### config.mk
export PLATFORM = sky130hd
export DESIGN_NAME = srs_lane
export DESIGN_NICKNAME = d
export VERILOG_FILES = /design/src/srs_pkg.sv /design/src/srs_lane.sv
export SDC_FILE = /design/constraint.sdc
export NUM_CORES = 2
export LEC_CHECK = 0
export BUFFER_PORTS_ARGS = -buffer_cell sky130_fd_sc_hd__buf_2
export CORE_ASPECT_RATIO = 1.5
export CORE_MARGIN = 8
export CORE_UTILIZATION = 65
export CTS_BUF_LIST = sky130_fd_sc_hd__clkbuf_4
export CTS_CLUSTER_SIZE = 40
export DETAILED_ROUTE_END_ITERATION = 8
export GPL_TIMING_DRIVEN = 0
export PLACE_DENSITY = 0.87
export SLEW_MARGIN = 10
export SYNTH_ARGS = -nofsm -noshare
export SYNTH_HDL_FRONTEND = slang
export SYNTH_SLANG_ARGS = --single-unit
export TNS_END_PERCENT = 100
### constraint.sdc
create_clock -name clock -period 10.7 [get_ports clock]
set_clock_uncertainty 0.05 [all_clocks]
set_input_delay 1.07 -clock clock [delete_from_list [all_inputs] [get_ports clock]]
set_output_delay 1.07 -clock clock [all_outputs]
set_load 0.1 [all_outputs]
### src/srs_pkg.sv
package srs_pkg;

   localparam int unsigned OUTPUT_RATE_DEF = 44100;

   localparam int unsigned SAMPLE_W   = 16;
   localparam int unsigned PHASE_W    = 18;
   localparam int unsigned POS_W      = PHASE_W + 1;
   localparam int unsigned FRAC_W     = 16;
   localparam int unsigned GAIN_W     = 16;
   localparam int unsigned CSR_IDX_W  = 2;
   localparam int unsigned CSR_DATA_W = 18;

   localparam logic [CSR_IDX_W-1:0] CSR_SOURCE_RATE = 2'd0;
   localparam logic [CSR_IDX_W-1:0] CSR_SAMPLE_GAIN = 2'd1;
   localparam logic [CSR_IDX_W-1:0] CSR_MONO_SOURCE = 2'd2;

   localparam logic [PHASE_W-1:0] SOURCE_RATE_RST = 18'd44100;
   localparam logic [GAIN_W-1:0]  SAMPLE_GAIN_RST = 16'd32768;

   typedef logic signed [SAMPLE_W-1:0] sample_type;
   typedef logic [FRAC_W-1:0] frac_type;

   typedef struct packed {
      sample_type left_in;
      sample_type right_in;
      logic       final_frame;
   } req_type;

   typedef struct packed {
      sample_type left_out;
      sample_type right_out;
      logic       frame_valid;
      logic       track_end;
   } rsp_type;

   typedef struct packed {
      logic frame_valid;
      logic track_end;
   } flag_type;

   // segment end points for both channels plus result flags
   typedef struct packed {
      sample_type l0;
      sample_type l1;
      sample_type r0;
      sample_type r1;
      flag_type   flags;
   } side_type;

   typedef struct packed {
      logic               valid;
      logic [PHASE_W-1:0] pos;
      side_type           side;
   } iss_type;

   typedef struct packed {
      logic     valid;
      frac_type frac;
      side_type side;
   } phs_type;

endpackage

### src/srs_lane.sv
module srs_lane (
   input  logic                         clock,
   input  logic                         adv,
   input  srs_pkg::sample_type          s0,
   input  srs_pkg::sample_type          s1,
   input  srs_pkg::frac_type            frac,
   input  logic [srs_pkg::GAIN_W-1:0]   gain,
   output srs_pkg::sample_type          sample
);
   import srs_pkg::*;

   localparam int unsigned V_W = SAMPLE_W + FRAC_W + 1;
   localparam int unsigned P_W = V_W + GAIN_W + 1;
   localparam int unsigned Q_SHIFT = 31;
   localparam int unsigned Q_W = P_W - Q_SHIFT;
   localparam logic signed [P_W-1:0] ROUND = P_W'(64'd1 << (Q_SHIFT - 1));

   logic signed [SAMPLE_W:0]   diff;
   logic signed [V_W:0]        step;
   logic signed [V_W:0]        vsum;
   logic signed [V_W-1:0]      v_ff, v_in;
   logic signed [P_W-1:0]      vx, gx;
   logic signed [P_W-1:0]      p_ff, p_in;
   logic signed [Q_W-1:0]      q;

   always_comb begin
      diff = {s1[SAMPLE_W-1], s1} - {s0[SAMPLE_W-1], s0};
      step = (V_W+1)'(diff) * (V_W+1)'($signed({1'b0, frac}));
      vsum = {{2{s0[SAMPLE_W-1]}}, s0, FRAC_W'(0)} + step;
      v_in = vsum[V_W-1:0];
      vx   = P_W'(v_ff);
      gx   = $signed({{(P_W-GAIN_W){1'b0}}, gain});
      p_in = vx * gx + ROUND;
      q    = p_ff[P_W-1:Q_SHIFT];
      // saturate when the bits above the sample do not all match its sign
      if (q[Q_W-1:SAMPLE_W-1] == '0 || q[Q_W-1:SAMPLE_W-1] == '1) begin
         sample = q[SAMPLE_W-1:0];
      end else if (q[Q_W-1]) begin
         sample = {1'b1, {(SAMPLE_W-1){1'b0}}};
      end else begin
         sample = {1'b0, {(SAMPLE_W-1){1'b1}}};
      end
   end

   always_ff @(posedge clock) begin
      if (adv) begin
         v_ff <= v_in;
         p_ff <= p_in;
      end
   end

endmodule

==> impl_metrics.tcl <==
set metrics [dict create \
    outcome "finished, final reports clean" \
    grt_usage 0.322 \
    clockBufferDepth 2 \
    ys.flop_type "edfxtp_1" \
    slew_viol_final 0 \
    clock_sinks 52 \
    cts_made_buffers 5 \
    tns_ns 0 \
    hold_path_class "in2reg" \
    start_util 0.658 \
    hold_viol_final 0 \
    route.detailed.drc 0 \
    antenna_found_initial 2 \
    detail_route.wl_per_cell_um 20.8 \
    die_w_um 197 \
    rsz0062_at_grt "false" \
    drt_pass1_iterations 5 \
    slew_headroom 0.221 \
    clock_latency_ns 0.43 \
    finalWirelength_um 87100 \
    first_iter_violations 1532 \
    async_reset_ff_frac 0 \
    max_freq_mhz 109 \
    clk_pin_slew_worst_paths_ns 0.17 \
    layout.nets 4649 \
    grt_first_pass_wirelength_um 139000 \
    viasPerCell 5.68 \
    yosysSeqAreaShare 0.0489 \
    vias 23800 \
    synth_top_cell_area_share 0.497 \
    overflow 0 \
    cp.required_ns 10.91 \
    critical_path_class "in2reg" \
    crit_slowest_cell "fa_1" \
    cts_tree "built" \
    postCtsSetupBuffers 0 \
    synth_cell_types 64 \
    syn_inst 3442 \
    synth_edf_count 52 \
    ys_seq_elements 52 \
    drv_cap 0 \
    postCtsHoldBufs 0 \
    yosysTopAreaCell "fa_1" \
    htree_levels 2 \
    dieArea_um2 56700 \
    cp_slowest_stage_delay_ns 0.68 \
    crit_top_cell "fa_1" \
    timing.final.crit_share 0.854 \
    cts_resized 0 \
    io_pins 82 \
    gp_congestion 1.01 \
    synth.avg_cell_area_um2 9.28 \
    synth_area_um2 32000 \
    arrival_ns 9.35 \
    core_area_um2 48600 \
    hpwlAfterDp_um 76000 \
    dieHeight_um 288 \
    crit_path_max_fanout 10 \
    critical_path.startpoint_type "input port" \
    grt_max_degree 53 \
    worst_pin_slew_ns 1.16 \
    synth_area_leaders "fa_1 (50%), inv_1 (11%), ha_1 (10%)" \
    fill_cells 3741 \
    synthesis.nets 4564 \
    first_global_vias 27000 \
    cp-end-kind "flop" \
    clockRootBuffer "clkbuf_4" \
    ant_nets 0 \
    syn_to_final_growth_pct 4.16 \
    setup_viol 0 \
    fin_crit_ns 9.14 \
    drive_gt1_frac 0.0329 \
    yosysWarnings 0 \
    io_buffers 77 \
    rows 99 \
]
[metrics by stage]
step,std cells,setup WS (ns),utilization,instance area [µm²],hold slack (ns)
after global placement,4175,1.30,0.683,33200,1.54
after floorplan,3442,2.36,-,32000,1.13
after global routing,4184,1.12,0.685,33300,1.06
final,4185,1.56,0.685,33300,1.05
after detailed placement,4175,1.16,0.683,33200,1.54
after CTS,4182,1.64,0.685,33300,1.09
[cell usage after synthesis, types with 7 or more instances]
library cell    n
xnor2_1        71
a21o_1         28
a21oi_1        71
and3_1          7
xor2_1         28
o21a_1         12
o21bai_1        8
o21ai_0        43
nand4_1         9
and3b_1         9
edfxtp_1       52
nand3_1        18
nor2_1         39
o21ai_1         7
nand3b_1        9
inv_1         915
clkbuf_1      119
nand2_1       405
nor3_1         11
ha_1          263
and2_1        400
nand2b_1       13
fa_1          793
nor2b_1        34
[area by class of cell]
class / count / area, µm² / share of cell area
Timing Repair Buffer: 78 / 405 / 0.0122
Multi-Input combinational cell: 2349 / 26500 / 0.795
Clock inverter: 2 / 60.1 / 0.00180
Antenna cell: 2 / 5.00 / 0.000150
Inverter: 915 / 3430 / 0.103
Clock buffer: 5 / 37.5 / 0.00113
Buffer: 126 / 484 / 0.0145
Sequential cell: 52 / 1560 / 0.0469
Tap cell: 656 / 821 / 0.0247
[cell families after synthesis]
family / synth area share
XOR/XNOR: 0.0276
adder cells (fa/ha/maj): 0.600
AND/OR/NAND/NOR: 0.156
AO/OA/AOI/OAI: 0.0452
buffers and inverters: 0.123
flip-flops: 0.0489
[layer usage]
metal,routed length (µm),GRT usage,vias to the layer above,part of all wire
met1,27900,0.330,12000,0.32
met4,9410,0.281,0,0.11
li1,-,-,10200,-
met2,44100,0.571,1143,0.51
met5,0,0,-,0
met3,5650,0.0434,471,0.065
[registers in the layout, summed over array words and instances, names as in the netlist]
signal	count
v_ff	33
p_ff	19
[path summary, 6_finish.rpt]
check / start / endpoint / slack, ns / cells after the start
setup / recovery: s0[2] / v_ff[29] / 1.56 / 31
hold reg to reg: v_ff[0] / p_ff[32] / 1.87 / 6
setup reg to reg: v_ff[21] / p_ff[48] / 2.94 / 21
hold / removal: adv / p_ff[34] / 1.05 / 1
[worst max-delay path: cells and delay by family]
| family | cells | cell delay, ns |
|---|---|---|
| buf+inv | 7 | 1.27 |
| simple gates | 8 | 1.23 |
| compound gates | 8 | 1.78 |
| fa+ha+maj | 8 | 3.96 |
[layout by cell type (no fill, tap or decap), types with 3 or more instances in the layout]
cell      Yosys  layout
a2111o_1      3       3
a211oi_1      5       5
a21o_1       28      28
a21oi_1      71      71
a21oi_2       6       6
a31o_2        3       3
a31oi_1       6       6
and2_1      400     400
and3_1        7       7
and3b_1       9       9
and4_1        3       3
buf_2         5      82
clkbuf_1    119     119
clkbuf_4      0       5
edfxtp_1     52      52
fa_1        793     793
ha_1        263     263
inv_1       915     915
nand2_1     405     405
nand2b_1     13      13
nand3_1      18      18
nand3b_1      9       9
nand4_1       9       9
nor2_1       39      39
nor2b_1      34      34
nor3_1       11      11
o21a_1       12      12
o21ai_0      43      43
o21ai_1       7       7
o21bai_1      8       8
o22ai_1       3       3
or3_1         5       5
xnor2_1      71      71
xor2_1       28      28
Power is left out: the tool's default activity adds up to more than one toggle a clock period on the data nets, which glitch-free logic cannot reach.
