$ cat src/srs_pkg.sv
package srs_pkg;

   localparam int unsigned OUTPUT_RATE_DEF = 44100;

   localparam int unsigned SAMPLE_W   = 16;
   localparam int unsigned PHASE_W    = 18;
   localparam int unsigned POS_W      = PHASE_W + 1;
   localparam int unsigned FRAC_W     = 16;
   localparam int unsigned GAIN_W     = 16;
   localparam int unsigned CSR_IDX_W  = 2;
   localparam int unsigned CSR_DATA_W = 18;

   localparam logic [CSR_IDX_W-1:0] CSR_SOURCE_RATE = 2'd0;
   localparam logic [CSR_IDX_W-1:0] CSR_SAMPLE_GAIN = 2'd1;
   localparam logic [CSR_IDX_W-1:0] CSR_MONO_SOURCE = 2'd2;

   localparam logic [PHASE_W-1:0] SOURCE_RATE_RST = 18'd44100;
   localparam logic [GAIN_W-1:0]  SAMPLE_GAIN_RST = 16'd32768;

   typedef logic signed [SAMPLE_W-1:0] sample_type;
   typedef logic [FRAC_W-1:0] frac_type;

   typedef struct packed {
      sample_type left_in;
      sample_type right_in;
      logic       final_frame;
   } req_type;

   typedef struct packed {
      sample_type left_out;
      sample_type right_out;
      logic       frame_valid;
      logic       track_end;
   } rsp_type;

   typedef struct packed {
      logic frame_valid;
      logic track_end;
   } flag_type;

   // segment end points for both channels plus result flags
   typedef struct packed {
      sample_type l0;
      sample_type l1;
      sample_type r0;
      sample_type r1;
      flag_type   flags;
   } side_type;

   typedef struct packed {
      logic               valid;
      logic [PHASE_W-1:0] pos;
      side_type           side;
   } iss_type;

   typedef struct packed {
      logic     valid;
      frac_type frac;
      side_type side;
   } phs_type;

endpackage

$ cat src/srs_seq.sv
module srs_seq #(
   parameter int unsigned OUTPUT_RATE = srs_pkg::OUTPUT_RATE_DEF
) (
   input  logic                         clock,
   input  logic                         reset,
   input  logic                         adv,
   input  logic                         req_valid,
   output logic                         req_stall,
   input  srs_pkg::req_type             req_data,
   input  logic [srs_pkg::PHASE_W-1:0]  source_rate,
   input  logic                         mono_source,
   output srs_pkg::iss_type             iss
);
   import srs_pkg::*;

   localparam logic [1:0] ST_IDLE = 2'd0;
   localparam logic [1:0] ST_SEG1 = 2'd1;
   localparam logic [1:0] ST_SEG2 = 2'd2;

   localparam logic [POS_W-1:0]   OUT_RATE   = POS_W'(OUTPUT_RATE);
   localparam logic [POS_W-1:0]   OUT_RATE2  = POS_W'(2 * OUTPUT_RATE);
   localparam logic [PHASE_W-1:0] RATE_FLOOR = PHASE_W'((OUTPUT_RATE + 5) / 6);

   logic [1:0]         state_ff, state_in;
   logic               have_held_ff, have_held_in;
   logic [PHASE_W-1:0] phase_ff, phase_in;
   sample_type         held_l_ff, held_l_in;
   sample_type         held_r_ff, held_r_in;
   logic [POS_W-1:0]   pos_ff, pos_in;
   logic [PHASE_W-1:0] rate_ff, rate_in;
   sample_type         a0_ff, a0_in, a1_ff, a1_in;
   sample_type         b0_ff, b0_in, b1_ff, b1_in;
   logic               fin_ff, fin_in;
   logic               emitted_ff, emitted_in;
   iss_type            iss_ff, iss_in;

   logic [POS_W-1:0]   sum;
   logic [POS_W-1:0]   pos_wrap;
   sample_type         in_l, in_r;
   logic [PHASE_W-1:0] rate_sel;

   assign req_stall = (state_ff != ST_IDLE);
   assign iss       = iss_ff;

   always_comb begin
      sum      = pos_ff + POS_W'(rate_ff);
      pos_wrap = pos_ff - OUT_RATE;
      in_l     = req_data.left_in;
      in_r     = mono_source ? req_data.left_in : req_data.right_in;
      rate_sel = (source_rate < RATE_FLOOR) ? RATE_FLOOR : source_rate;

      state_in     = state_ff;
      have_held_in = have_held_ff;
      phase_in     = phase_ff;
      held_l_in    = held_l_ff;
      held_r_in    = held_r_ff;
      pos_in       = pos_ff;
      rate_in      = rate_ff;
      a0_in        = a0_ff;
      a1_in        = a1_ff;
      b0_in        = b0_ff;
      b1_in        = b1_ff;
      fin_in       = fin_ff;
      emitted_in   = emitted_ff;
      iss_in       = iss_ff;
      if (adv) begin
         iss_in.valid = 1'b0;
      end

      case (state_ff)
         ST_IDLE: begin
            if (req_valid) begin
               held_l_in    = in_l;
               held_r_in    = in_r;
               have_held_in = 1'b1;
               fin_in       = req_data.final_frame;
               emitted_in   = 1'b0;
               rate_in      = rate_sel;
               a1_in        = in_l;
               b1_in        = in_r;
               pos_in       = POS_W'(phase_ff);
               if (have_held_ff) begin
                  a0_in    = held_l_ff;
                  b0_in    = held_r_ff;
                  state_in = ST_SEG1;
               end else if (req_data.final_frame) begin
                  a0_in    = in_l;
                  b0_in    = in_r;
                  state_in = ST_SEG2;
               end
            end
         end
         ST_SEG1: begin
            if (adv) begin
               if (pos_ff < OUT_RATE) begin
                  iss_in.valid                   = 1'b1;
                  iss_in.pos                     = pos_ff[PHASE_W-1:0];
                  iss_in.side.l0                 = a0_ff;
                  iss_in.side.l1                 = a1_ff;
                  iss_in.side.r0                 = b0_ff;
                  iss_in.side.r1                 = b1_ff;
                  iss_in.side.flags.frame_valid  = 1'b1;
                  // last of the track when the flush segment will be empty
                  iss_in.side.flags.track_end    = fin_ff && (sum >= OUT_RATE2);
                  pos_in                         = sum;
                  emitted_in                     = 1'b1;
               end else begin
                  phase_in = pos_wrap[PHASE_W-1:0];
                  if (fin_ff) begin
                     a0_in    = a1_ff;
                     b0_in    = b1_ff;
                     pos_in   = pos_wrap;
                     state_in = ST_SEG2;
                  end else begin
                     state_in = ST_IDLE;
                  end
               end
            end
         end
         ST_SEG2: begin
            if (adv) begin
               if (pos_ff < OUT_RATE) begin
                  iss_in.valid                   = 1'b1;
                  iss_in.pos                     = pos_ff[PHASE_W-1:0];
                  iss_in.side.l0                 = a0_ff;
                  iss_in.side.l1                 = a1_ff;
                  iss_in.side.r0                 = b0_ff;
                  iss_in.side.r1                 = b1_ff;
                  iss_in.side.flags.frame_valid  = 1'b1;
                  iss_in.side.flags.track_end    = (sum >= OUT_RATE);
                  pos_in                         = sum;
                  emitted_in                     = 1'b1;
               end else begin
                  if (!emitted_ff) begin
                     // empty track tail: a lone end marker
                     iss_in.valid                  = 1'b1;
                     iss_in.pos                    = '0;
                     iss_in.side                   = '0;
                     iss_in.side.flags.track_end   = 1'b1;
                  end
                  held_l_in    = '0;
                  held_r_in    = '0;
                  have_held_in = 1'b0;
                  phase_in     = '0;
                  state_in     = ST_IDLE;
               end
            end
         end
         default: begin
            state_in = ST_IDLE;
         end
      endcase
   end

   always_ff @(posedge clock) begin
      if (reset) begin
         state_ff     <= ST_IDLE;
         have_held_ff <= 1'b0;
         phase_ff     <= '0;
         held_l_ff    <= '0;
         held_r_ff    <= '0;
         iss_ff       <= '0;
      end else begin
         state_ff     <= state_in;
         have_held_ff <= have_held_in;
         phase_ff     <= phase_in;
         held_l_ff    <= held_l_in;
         held_r_ff    <= held_r_in;
         iss_ff       <= iss_in;
      end
   end

   always_ff @(posedge clock) begin
      pos_ff     <= pos_in;
      rate_ff    <= rate_in;
      a0_ff      <= a0_in;
      a1_ff      <= a1_in;
      b0_ff      <= b0_in;
      b1_ff      <= b1_in;
      fin_ff     <= fin_in;
      emitted_ff <= emitted_in;
   end

endmodule

$ cat config.mk
export PLATFORM = sky130hd
export DESIGN_NAME = srs_seq
export DESIGN_NICKNAME = d
export VERILOG_FILES = /design/src/srs_pkg.sv /design/src/srs_seq.sv
export SDC_FILE = /design/constraint.sdc
export NUM_CORES = 1
export LEC_CHECK = 0
export BUFFER_PORTS_ARGS = -buffer_cell sky130_fd_sc_hd__buf_2
export CAP_MARGIN = 0
export CORE_UTILIZATION = 55
export CTS_CLUSTER_SIZE = 24
export DETAILED_ROUTE_END_ITERATION = 8
export GPL_ROUTABILITY_DRIVEN = 0
export MAX_ROUTING_LAYER = met4
export PLACE_DENSITY = 0.79
export SLEW_MARGIN = 20
export SYNTH_ARGS = -nofsm -noshare
export SYNTH_HDL_FRONTEND = slang
export SYNTH_SLANG_ARGS = --single-unit
$ cat constraint.sdc
create_clock -name clock -period 8 [get_ports clock]
set_input_delay 0.8 -clock clock [delete_from_list [all_inputs] [get_ports clock]]
set_output_delay 0.8 -clock clock [all_outputs]
set_load 0.05 [all_outputs]
==> impl_metrics.yaml <==
logic_synthesis:
  syn_area_per_cell_um2: 10.13
  yosysSeqAreaShare_pct: 53.73
  synth_area_leaders: "edfxtp_1, dfxtp_1, a22oi_1, nor2_1, a21oi_1"
  ys_async_sr_fraction_pct: 0
  synth_compound_area_share_pct: 17.72
  synth_fa_ha_area_share_pct: 2.824
  synth_xor_xnor_area_share_pct: 2.090
  yosys.area.top_type: "edfxtp_1"
  synth_top_family_by_area: "compound AO/OA/AOI/OAI gates"
  synthMuxAreaShare_pct: 4.788
  synth_simple_gate_area_share_pct: 14.74
  yosys-top-cells-count: "nor2_1, dfxtp_1, edfxtp_1"
  synthesis.nets: 1156
  netlist.area_leader.share_pct: 28.38
  yosysWarnings: 0
  ys.flop_type: "dfxtp_1"
  ys_ff_latch: 241
  ys_types: 66
  yosys.cell_count.top_type: "nor2_1"
  synthCells: 1076
  synth.cell_area_um2: 10900
  synth-edff-count: 103
sta:
  setup_ws_ns: 4.429
  setup-violations-final: 0
  holdWs_ns: 0.4538
  tightest_slew_ns: 1.071
  finalSetupTns_ns: 0
  fmax_mhz: 280.0
  hold_viol: 0
  skew_ns: 0.01220
  period_needed_ns: 3.571
  rsz0062_at_grt: "no"
  slew_headroom_pct: 28.61
  min_period_over_period_pct: 44.64
  finalMaxSlewViolations: 0
floorplanning:
  die_area_um2: 20380
  fp.dieH_um: 142.8
  fp.dieW_um: 142.8
  core_um2: 19460
  num_rows: 51
  num_io_pins: 142
  start_util_pct: 55.99
worst_setup_path:
  startpoint_type: "register"
  crit_family: "compound AO/OA/AOI/OAI gates"
  slowest_stage: "a2111oi_0"
  cp_max_fo: 7
  critical-path-max-stage-delay_ns: 0.82
  worstPathCellList: "inv_1, ha_1, or3b_1, a2111oi_0, nor2_1, o21a_1, o21ai_0, a31oi_1, a32oi_1, nor2b_1"
  criticalPathCategory: "register to register"
  cp.arrival_ns: 3.85
  critPathCaptureType: "register"
  critical_path_required_ns: 8.28
  critPathBufInv: 1
global_route:
  grt_pass1_vias: 8220
  grt_pass1_wl_um: 41390
  antenna_found_initial: 1
  grt_max_degree: 98
  grt_use_total_pct: 26.47
  grt-ovfl-total: 0
min_path:
  hold_path.class: "input port to register"
layout:
  fin_area_um2: 12620
  seqCellArea_um2: 5857
  postLayoutCoreUtil_pct: 64.85
  drive_above_1_share_pct: 19.15
  finalNetCount: 1262
  fillers: 1533
  multi_input_area_um2: 4627
  fin_cells: 1468
  syn_to_final_growth_pct: 15.82
routing:
  routed-via-count: 8664
  ant_nets: 0
  viasPerCell: 5.902
  drt_pass1_iterations: 6
  wl_um: 26620
  wire_per_inst_um: 18.13
  drt_iter0_drc: 694
  post-route-drc-count: 0
pwr:
  cellPowerDensity_nw_per_um2: 395.2
  total_power_mw: 4.988
  peakVddDrop_uv: 258.6
  p_leak_nw: 4.885
clock_network:
  cts_tree: "done"
  cts_root_buffer: "clkbuf_16"
  post-cts-setup-buffers: 0
  numCtsBuffers: 26
  clock_path_buffers: 3
  cts_hold_buf: 0
  cts_sinks: 241
  htree_levels: 1
  post_cts_resized: 0
  clk_latency_ns: 0.53
  path_clk_slew_ns: 0.06
place:
  post-place-ws_ns: 4.349
  io_buffers: 141
  hpwl_um: 17440
  place_area_um2: 11690
  placed_cells: 1418
outcome:
  status: "completed"
run:
  drv_cap: 0
==> routing by layer <==
layer  up-vias  global-route usage, %  share of wire (%)
met1      4125                  33.28                 42
met2       344                  43.94                 47
met3        58                  3.655                7.1
met4         0                  8.998                3.4
li1       4137                      -                  -
met5         -                      -                  0
==> final timing paths <==
kind	startpoint	slack [ns]	to	cells past startpoint
worst max-delay path	pos_ff[2]$_DFFE_PP_	4.43	pos_ff[18]$_DFFE_PP_	10
worst min-delay path	source_rate[14]	0.45	rate_ff[14]$_SDFFCE_PN0P_	1
worst max register to register	pos_ff[2]$_DFFE_PP_	4.43	pos_ff[18]$_DFFE_PP_	10
worst min register to register	b0_ff[13]$_DFFE_PP_	0.48	iss[31]$_SDFFE_PP0P_	2
==> kinds of logic after synthesis <==
logic type               count (synthesis)
AND/OR/NAND/NOR                        343
AO/OA/AOI/OAI                          295
flip-flops                             241
buffers and inverters                   97
XOR/XNOR                                26
multiplexers                            50
adder cells (fa/ha/maj)                 24
==> sequential cells by signal, summed over array words and instances, names as in the netlist <==
| signal | count |
|---|---|
| pos_ff | 19 |
| state_ff | 2 |
| held_r_ff | 16 |
| have_held_ff | 1 |
| phase_ff | 18 |
| a1_ff | 16 |
| a0_ff | 16 |
| held_l_ff | 16 |
| fin_ff | 1 |
| iss | 85 |
| rate_ff | 18 |
| emitted_ff | 1 |
| b0_ff | 16 |
| b1_ff | 16 |
==> power breakdown <==
part	switching, mW	internal, mW	total [mW]
clock	0.480	0.764	1.24
combinational	1.26	0.646	1.90
sequential	0.198	1.64	1.84
==> layout make-up <==
cell class | instances | share of cell area (%)
flip-flops and latches | 241 | 46.40
multi-input cells | 738 | 36.66
repair buffers | 153 | 6.483
clock buffers | 40 | 6.136
well taps | 265 | 2.627
clock inverters | 7 | 1.001
inverters | 22 | 0.6542
diodes | 2 | 0.03965
==> cell usage in the layout, fill, tap and decap left out, types with 22 or more instances in the layout <==
cell	Yosys	final
a21oi_1	88	88
a22oi_1	88	88
buf_2	16	140
clkbuf_16	0	27
dfxtp_1	138	137
edfxtp_1	103	103
inv_1	22	22
mux2i_1	33	33
nand2_1	55	55
nor2_1	176	176
nor3b_1	38	38
o21ai_0	46	46
Note: power is estimated with default switching activity, not from simulation.
