$ cat src/srs_pkg.sv
package srs_pkg;

   localparam int unsigned OUTPUT_RATE_DEF = 44100;

   localparam int unsigned SAMPLE_W   = 16;
   localparam int unsigned PHASE_W    = 18;
   localparam int unsigned POS_W      = PHASE_W + 1;
   localparam int unsigned FRAC_W     = 16;
   localparam int unsigned GAIN_W     = 16;
   localparam int unsigned CSR_IDX_W  = 2;
   localparam int unsigned CSR_DATA_W = 18;

   localparam logic [CSR_IDX_W-1:0] CSR_SOURCE_RATE = 2'd0;
   localparam logic [CSR_IDX_W-1:0] CSR_SAMPLE_GAIN = 2'd1;
   localparam logic [CSR_IDX_W-1:0] CSR_MONO_SOURCE = 2'd2;

   localparam logic [PHASE_W-1:0] SOURCE_RATE_RST = 18'd44100;
   localparam logic [GAIN_W-1:0]  SAMPLE_GAIN_RST = 16'd32768;

   typedef logic signed [SAMPLE_W-1:0] sample_type;
   typedef logic [FRAC_W-1:0] frac_type;

   typedef struct packed {
      sample_type left_in;
      sample_type right_in;
      logic       final_frame;
   } req_type;

   typedef struct packed {
      sample_type left_out;
      sample_type right_out;
      logic       frame_valid;
      logic       track_end;
   } rsp_type;

   typedef struct packed {
      logic frame_valid;
      logic track_end;
   } flag_type;

   // segment end points for both channels plus result flags
   typedef struct packed {
      sample_type l0;
      sample_type l1;
      sample_type r0;
      sample_type r1;
      flag_type   flags;
   } side_type;

   typedef struct packed {
      logic               valid;
      logic [PHASE_W-1:0] pos;
      side_type           side;
   } iss_type;

   typedef struct packed {
      logic     valid;
      frac_type frac;
      side_type side;
   } phs_type;

endpackage

$ cat src/srs_phase.sv
module srs_phase #(
   parameter int unsigned OUTPUT_RATE = srs_pkg::OUTPUT_RATE_DEF
) (
   input  logic             clock,
   input  logic             reset,
   input  logic             adv,
   input  srs_pkg::iss_type iss,
   output srs_pkg::phs_type phs
);
   import srs_pkg::*;

   // frac = floor(pos * 2^16 / OUTPUT_RATE) by reciprocal, then one fix-up step
   localparam int unsigned  RECIP_SHIFT = PHASE_W;
   localparam logic [63:0]  RECIP = (64'd1 << (FRAC_W + RECIP_SHIFT)) / 64'(OUTPUT_RATE);
   localparam int unsigned  MW = $clog2(RECIP + 64'd1);
   localparam int unsigned  PROD_W = PHASE_W + MW;
   localparam int unsigned  TE_W = FRAC_W + 1;
   localparam int unsigned  HI_W = TE_W + PHASE_W;
   localparam logic [MW-1:0]      RECIP_C = RECIP[MW-1:0];
   localparam logic [PHASE_W-1:0] OUT_RATE = PHASE_W'(OUTPUT_RATE);

   logic               v1_ff, v2_ff, v3_ff;
   logic [PROD_W-1:0]  prod_ff, prod_in;
   logic [PHASE_W-1:0] pos1_ff, pos2_ff;
   side_type           side1_ff, side2_ff, side3_ff;
   logic [TE_W-1:0]    te_ff, te_in, te_dec;
   logic [HI_W-1:0]    hi_ff, hi_in, scaled;
   frac_type           frac_ff, frac_in;

   always_comb begin
      prod_in = PROD_W'(iss.pos) * PROD_W'(RECIP_C);
      te_in   = {1'b0, prod_ff[RECIP_SHIFT +: FRAC_W]} + TE_W'(1);
      hi_in   = HI_W'(te_in) * HI_W'(OUT_RATE);
      scaled  = {1'b0, pos2_ff, FRAC_W'(0)};
      te_dec  = te_ff - TE_W'(1);
      frac_in = (hi_ff <= scaled) ? te_ff[FRAC_W-1:0] : te_dec[FRAC_W-1:0];
   end

   assign phs.valid = v3_ff;
   assign phs.frac  = frac_ff;
   assign phs.side  = side3_ff;

   always_ff @(posedge clock) begin
      if (reset) begin
         v1_ff <= 1'b0;
         v2_ff <= 1'b0;
         v3_ff <= 1'b0;
      end else if (adv) begin
         v1_ff <= iss.valid;
         v2_ff <= v1_ff;
         v3_ff <= v2_ff;
      end
   end

   always_ff @(posedge clock) begin
      if (adv) begin
         prod_ff  <= prod_in;
         pos1_ff  <= iss.pos;
         side1_ff <= iss.side;
         te_ff    <= te_in;
         hi_ff    <= hi_in;
         pos2_ff  <= pos1_ff;
         side2_ff <= side1_ff;
         frac_ff  <= frac_in;
         side3_ff <= side2_ff;
      end
   end

endmodule

$ cat config.mk
export PLATFORM = sky130hd
export DESIGN_NAME = srs_phase
export DESIGN_NICKNAME = d
export VERILOG_FILES = /design/src/srs_pkg.sv /design/src/srs_phase.sv
export SDC_FILE = /design/constraint.sdc
export NUM_CORES = 1
export LEC_CHECK = 0
export BUFFER_PORTS_ARGS = -buffer_cell sky130_fd_sc_hd__buf_2
export CORE_MARGIN = 3
export CORE_UTILIZATION = 45
export DETAILED_ROUTE_END_ITERATION = 8
export PLACE_DENSITY = 0.65
export SYNTH_ARGS = -nofsm -noshare
export SYNTH_HDL_FRONTEND = slang
export SYNTH_SLANG_ARGS = --single-unit
$ cat constraint.sdc
create_clock -name clock -period 8.55 [get_ports clock]
set_clock_uncertainty 0.2 [all_clocks]
set_input_delay 1.71 -clock clock [delete_from_list [all_inputs] [get_ports clock]]
set_output_delay 1.71 -clock clock [all_outputs]
set_load 0.01 [all_outputs]
==> results of run 1 <==
## state kept, by name (all words and copies together) (netlist names)
register / cells
prod_ff: 16
side2_ff: 66
v2_ff: 1
frac_ff: 16
pos2_ff: 18
side1_ff: 66
v3_ff: 1
v1_ff: 1
pos1_ff: 18
te_ff: 16
phs: 66
hi_ff: 27
## per-layer routing
metal | global-route usage, % | vias to the layer above | routed length [µm]
met5 | 0 | - | 0
met4 | 4.70 | 0 | 910
met3 | 2.46 | 56 | 1720
met2 | 27.5 | 221 | 18400
met1 | 21.8 | 5619 | 16500
li1 | - | 5474 | -
## metrics by stage
stage / hold slack, ns / std cells / util (%) / area [µm²]
global placement: 0.200 / 2288 / 49.4 / 21900
finish: 0.213 / 2344 / 51.7 / 23000
detailed placement: 0.205 / 2288 / 49.4 / 21900
floorplan: 0.200 / 1522 / - / 20300
CTS: 0.217 / 2344 / 51.7 / 23000
global route: 0.222 / 2344 / 51.7 / 23000
## layout make-up
class | instances | area share (%)
clock buffers | 41 | 3.91
clock inverters | 15 | 0.572
inverters | 387 | 6.33
multi-input cells | 822 | 41.3
flip-flops and latches | 312 | 40.7
well taps | 592 | 3.23
repair buffers | 175 | 3.97
## layout by cell type (no fill, tap or decap), types with 9 or more instances in the layout
cell type	synthesis	final
xor2_1	32	32
buf_2	0	169
o21a_1	9	9
edfxtp_1	309	309
nand3_1	17	17
ha_1	261	261
o21ai_0	18	18
xnor2_1	52	52
nor2_1	40	40
nor3_1	12	12
clkbuf_16	0	35
fa_1	190	190
a21o_1	29	29
a21oi_1	35	35
nand2_1	33	33
inv_1	387	387
## worst register-to-register path, stage by stage (launching register included)
cell and delay, ns:
edfxtp_1 0.52, inv_1 0.20, ha_1 0.35, inv_1 0.12, ha_1 0.30, inv_1 0.06, fa_1 0.53, inv_1 0.06
fa_1 0.48, ha_1 0.34, xnor2_1 0.15, ha_1 0.27, inv_1 0.05, fa_1 0.56, inv_1 0.06, ha_1 0.35
a21oi_1 0.34, nand2_1 0.08, or4_1 0.51, a21oi_2 0.23, nor2_1 0.09, o311a_1 0.31, or3b_1 0.37, and3_1 0.16
a211o_1 0.26
## final timing paths
check | from | endpoint | slack [ns] | depth (start not counted)
hold reg to reg | side2_ff[64]$_DFFE_PP_ | phs[64]$_DFFE_PP_ | 0.21 | 0
hold / removal | side2_ff[64]$_DFFE_PP_ | phs[64]$_DFFE_PP_ | 0.21 | 0
setup reg to reg | prod_ff[18]$_DFFE_PP_ | hi_ff[31]$_DFFE_PP_ | 1.34 | 24
setup / recovery | iss[70] | prod_ff[33]$_DFFE_PP_ | 1.20 | 20
## cell families after synthesis
kind of cell | count (synthesis) | synth area share (%)
AO/OA/AOI/OAI | 130 | 4.20
XOR/XNOR | 84 | 3.63
adder cells (fa/ha/maj) | 451 | 34.9
buffers and inverters | 388 | 7.20
flip-flops | 312 | 46.1
multiplexers | 3 | 0.148
AND/OR/NAND/NOR | 154 | 3.92
==> flow_summary.yaml, run 1 <==
finish:
  n_antenna_cell: 0
  fillCellCount: 3805
  area_growth_pct: 13.2
  seq_area_mm2: 0.00934
  layout.nets: 2271
  layout-drive-gt1-share_pct: 13.2
  multi_input_area_mm2: 0.00948
cts:
  ctsHoldBuffers: 0
  cts.root.buffer_cell: "clkbuf_16"
  cts_setup_buffers: 0
  clk_path_buf_depth: 3
  cts_buffers: 34
  h-tree-depth: 2
  clkSlewWorstSetupHoldPaths_ns: 0.06
  cts_tree: "yes"
  clock_sinks: 312
  post_cts_resized: 0
  clk_latency_ns: 0.51
synthesis:
  postSynthNetCount: 2061
  yosys.area.top_type_share_pct: 45.8
  synth_area_per_cell_um2: 13.3
  synthTopCellsByArea: "edfxtp_1 46%, fa_1 19%, ha_1 16%, inv_1 7.2%, xnor2_1 2.2%"
  yosysMostFrequentCell: "inv_1"
  yosys.area.top_type: "edfxtp_1"
  synth_edf_count: 309
  async_flop_share_pct: 0
  syn_inst: 1522
  synth_cell_types: 53
  synth_ff_type: "edfxtp_1"
  ys_seq_area_share_pct: 46.1
  yosys_warnings: 0
  synth.ff_latch_count: 312
  mappedNetlistArea_mm2: 0.0203
  synth_common_cells: "387 x inv_1, 309 x edfxtp_1, 261 x ha_1"
sta:
  clock.fmax_mhz: 136
  fin_ws_ns: 1.20
  final_max_slew_viol_count: 0
  min_period_ns: 7.35
  hold_viol: 0
  setup_tns_ns: 0
  worst_slew_pin_slew_ns: 1.04
  period_share_pct: 86.0
  rsz0062_at_grt: "no"
  setup_violations: 0
  relSlewSlack_pct: 30.4
routing:
  remaining_drc_errors: 0
  drt-total-wl_mm: 37.5
  ant_nets: 0
  drt-pass1-iter-count: 5
  vias: 11370
  vias_per_cell: 4.85
  drt-wirelength-per-cell_um: 16.0
  drt-initial-drc-count: 678
global_routing:
  overflow: 0
  antenna_found_initial: 0
  grt_max_degree: 199
  grt_pass1_vias: 11787
  grt_util_all_layers_pct: 16.2
  grt_pass1_wl_mm: 61.1
placement:
  dp_slack_ns: 0.689
  dp_hpwl_mm: 30.1
  port_buffers: 170
  routabilityCongestion: 0.885
die:
  io_pins: 171
  core_mm2: 0.0444
  die_w_um: 218
  start_util_pct: 45.7
  die_h_um: 218
  rows: 77
  dieArea_mm2: 0.0476
critical_path:
  worstPathMaxFanout: 9
  arrival_ns: 7.38
  path_buf_inv: 5
  cp_common_cell: "fa_1"
  crit_required_ns: 8.58
  crit_path_start_kind: "primary input"
  crit_chain: "buf_2, inv_1, fa_1, fa_1, inv_1, fa_1, fa_1, fa_1, inv_1, fa_1, inv_1, ha_1, o21ai_0, nand2b_1, nand3_1, o21ai_1, a21oi_1, o22ai_1, o41ai_1, xnor2_1"
  crit_type: "in2reg"
  slowest_stage: "fa_1"
  path_delay_family: "adder cells"
  worstSetupEndpointType: "register"
  critPathMaxStageDelay_ns: 0.56
min_path:
  hp-class: "reg2reg"
run:
  timing.max_cap.violations: 0
status:
  outcome: "complete, no violations"
Power of run 1 is not shown: default switching activity piles up to over one toggle a cycle in this logic, so the estimate is an artifact.
==> inputs of run 2 (changes only) <==
- CELL_PAD_IN_SITES_DETAIL_PLACEMENT: unset -> 1
- CELL_PAD_IN_SITES_GLOBAL_PLACEMENT: unset -> 1
- PLACE_DENSITY: 0.65 -> 0.76
==> run 2 against run 1 <==
Design area rose by 0.45%. Maximum frequency increased by 0.33%. Cell count up 0.38%. Utilization grew 0.23 points. Clock-buffer cell count up 3. Non-clock buffer count grew 2. Flip-flop and latch count is the same. Die area did not move. Critical path type is now reg2reg. Largest cell class unchanged.
==> flow_summary.yaml, run 2 (synthesis gave the netlist of run 1 again) <==
run:
  timing.max_cap.violations: 0
cts:
  cts.root.buffer_cell: "clkbuf_16"
  clk_latency_ns: 0.53
  h-tree-depth: 2
  ctsHoldBuffers: 0
  cts_tree: "yes"
  cts_setup_buffers: 0
  post_cts_resized: 0
  clkSlewWorstSetupHoldPaths_ns: 0.06
  cts_buffers: 35
  clk_path_buf_depth: 3
  clock_sinks: 312
sta:
  min_period_ns: 7.33
  whs_ns: 0.211
  setup_violations: 0
  hold_viol: 0
  clock.fmax_mhz: 136
  worst_slew_pin_slew_ns: 0.993
  setup_tns_ns: 0
  relSlewSlack_pct: 33.8
  final_max_slew_viol_count: 0
  period_share_pct: 85.7
  rsz0062_at_grt: "no"
finish:
  fillCellCount: 4573
  n_antenna_cell: 0
  layout-drive-gt1-share_pct: 13.5
  layout_commonest_cell: "inv_1"
  postLayoutCellArea_mm2: 0.0231
  fin_cells: 2353
  area_growth_pct: 13.7
  layout.nets: 2274
  final_cell_mix: "387 x inv_1, 309 x edfxtp_1, 261 x ha_1"
min_path:
  hp-class: "reg2reg"
  worst_hold_path.endpoint: "side2_ff[3]$_DFFE_PP_"
  hp-start: "side1_ff[3]$_DFFE_PP_"
  whs_path_depth: 0
placement:
  routabilityCongestion: 0.901
  place_inst: 2290
  dpl_cell_area_mm2: 0.0219
  dp_hpwl_mm: 35.5
  port_buffers: 170
critical_path:
  worstPathMaxFanout: 7
  crit_type: "reg2reg"
  slowest_stage: "fa_1"
  reg2reg_depth: 25
  crit_path_start_kind: "register"
  worstSetupEndpointType: "register"
  arrival_ns: 7.39
  critPathMaxStageDelay_ns: 0.55
  crit_path_start: "prod_ff[18]$_DFFE_PP_"
  r2r_setup_slack_ns: 1.22
  reg2reg_to: "hi_ff[31]$_DFFE_PP_"
  worstReg2RegStart: "prod_ff[18]$_DFFE_PP_"
  crit_required_ns: 8.62
routing:
  wl_met1_mm: 18.5
  drt-pass1-iter-count: 4
  routed.top_layer: "met5"
  vias: 11643
  drt-total-wl_mm: 43.7
  vias_per_cell: 4.95
  remaining_drc_errors: 0
  wl_met3_mm: 1.65
  met2_length_mm: 22.5
  drt-wirelength-per-cell_um: 18.6
  drt-initial-drc-count: 536
  ant_nets: 0
global_routing:
  overflow: 0
  grt_util_all_layers_pct: 18.8
  grt_max_degree: 125
  grt_pass1_wl_mm: 69.3
  grt_pass1_vias: 12964
  antenna_found_initial: 2
die:
  rows: 77
  core_mm2: 0.0444
  start_util_pct: 45.7
  die_h_um: 218
  dieArea_mm2: 0.0476
  die_w_um: 218
  io_pins: 171
status:
  outcome: "complete, no violations"
[run 2: cell type report]
class / count / area, µm² / area share [%]
repair buffers: 177 / 926 / 4.02
well taps: 592 / 741 / 3.21
clock buffers: 44 / 931 / 4.04
inverters: 387 / 1450 / 6.30
clock inverters: 19 / 186 / 0.809
flip-flops and latches: 312 / 9340 / 40.5
multi-input cells: 822 / 9480 / 41.1
[run 2: metal layers]
metal,global-route usage (%),vias to the layer above
met5,0,-
met4,5.57,4
met3,2.71,60
met2,34.2,196
met1,23.2,5909
li1,-,5474
[run 2: how the worst max path moves through the flow]
| stage | to | slack [ns] |
|---|---|---|
| after floorplan | prod_ff[33]$_DFFE_PP_ | 1.46 |
| after global placement | prod_ff[33]$_DFFE_PP_ | 0.87 |
| after detailed placement | prod_ff[33]$_DFFE_PP_ | 0.66 |
| after CTS | hi_ff[31]$_DFFE_PP_ | 1.20 |
| after global routing | hi_ff[31]$_DFFE_PP_ | 0.82 |
| final | hi_ff[31]$_DFFE_PP_ | 1.22 |
[run 2: metrics by stage]
step	setup slack, ns	util [%]
2_1_floorplan	1.46	-
3_3_place_gp	0.872	49.4
3_5_place_dp	0.661	49.4
4_1_cts	1.20	51.9
5_1_grt	0.821	51.9
6_report	1.22	51.9
[run 2: critical path: cells and delay by family, from the launching register on]
kind,cells,cell delay [ns]
fa+ha+maj,7,2.83
simple gates,7,1.48
compound gates,4,1.16
xor+xnor,3,0.66
flops,1,0.53
buf+inv,4,0.23
Power of run 2 is left out for the same reason.
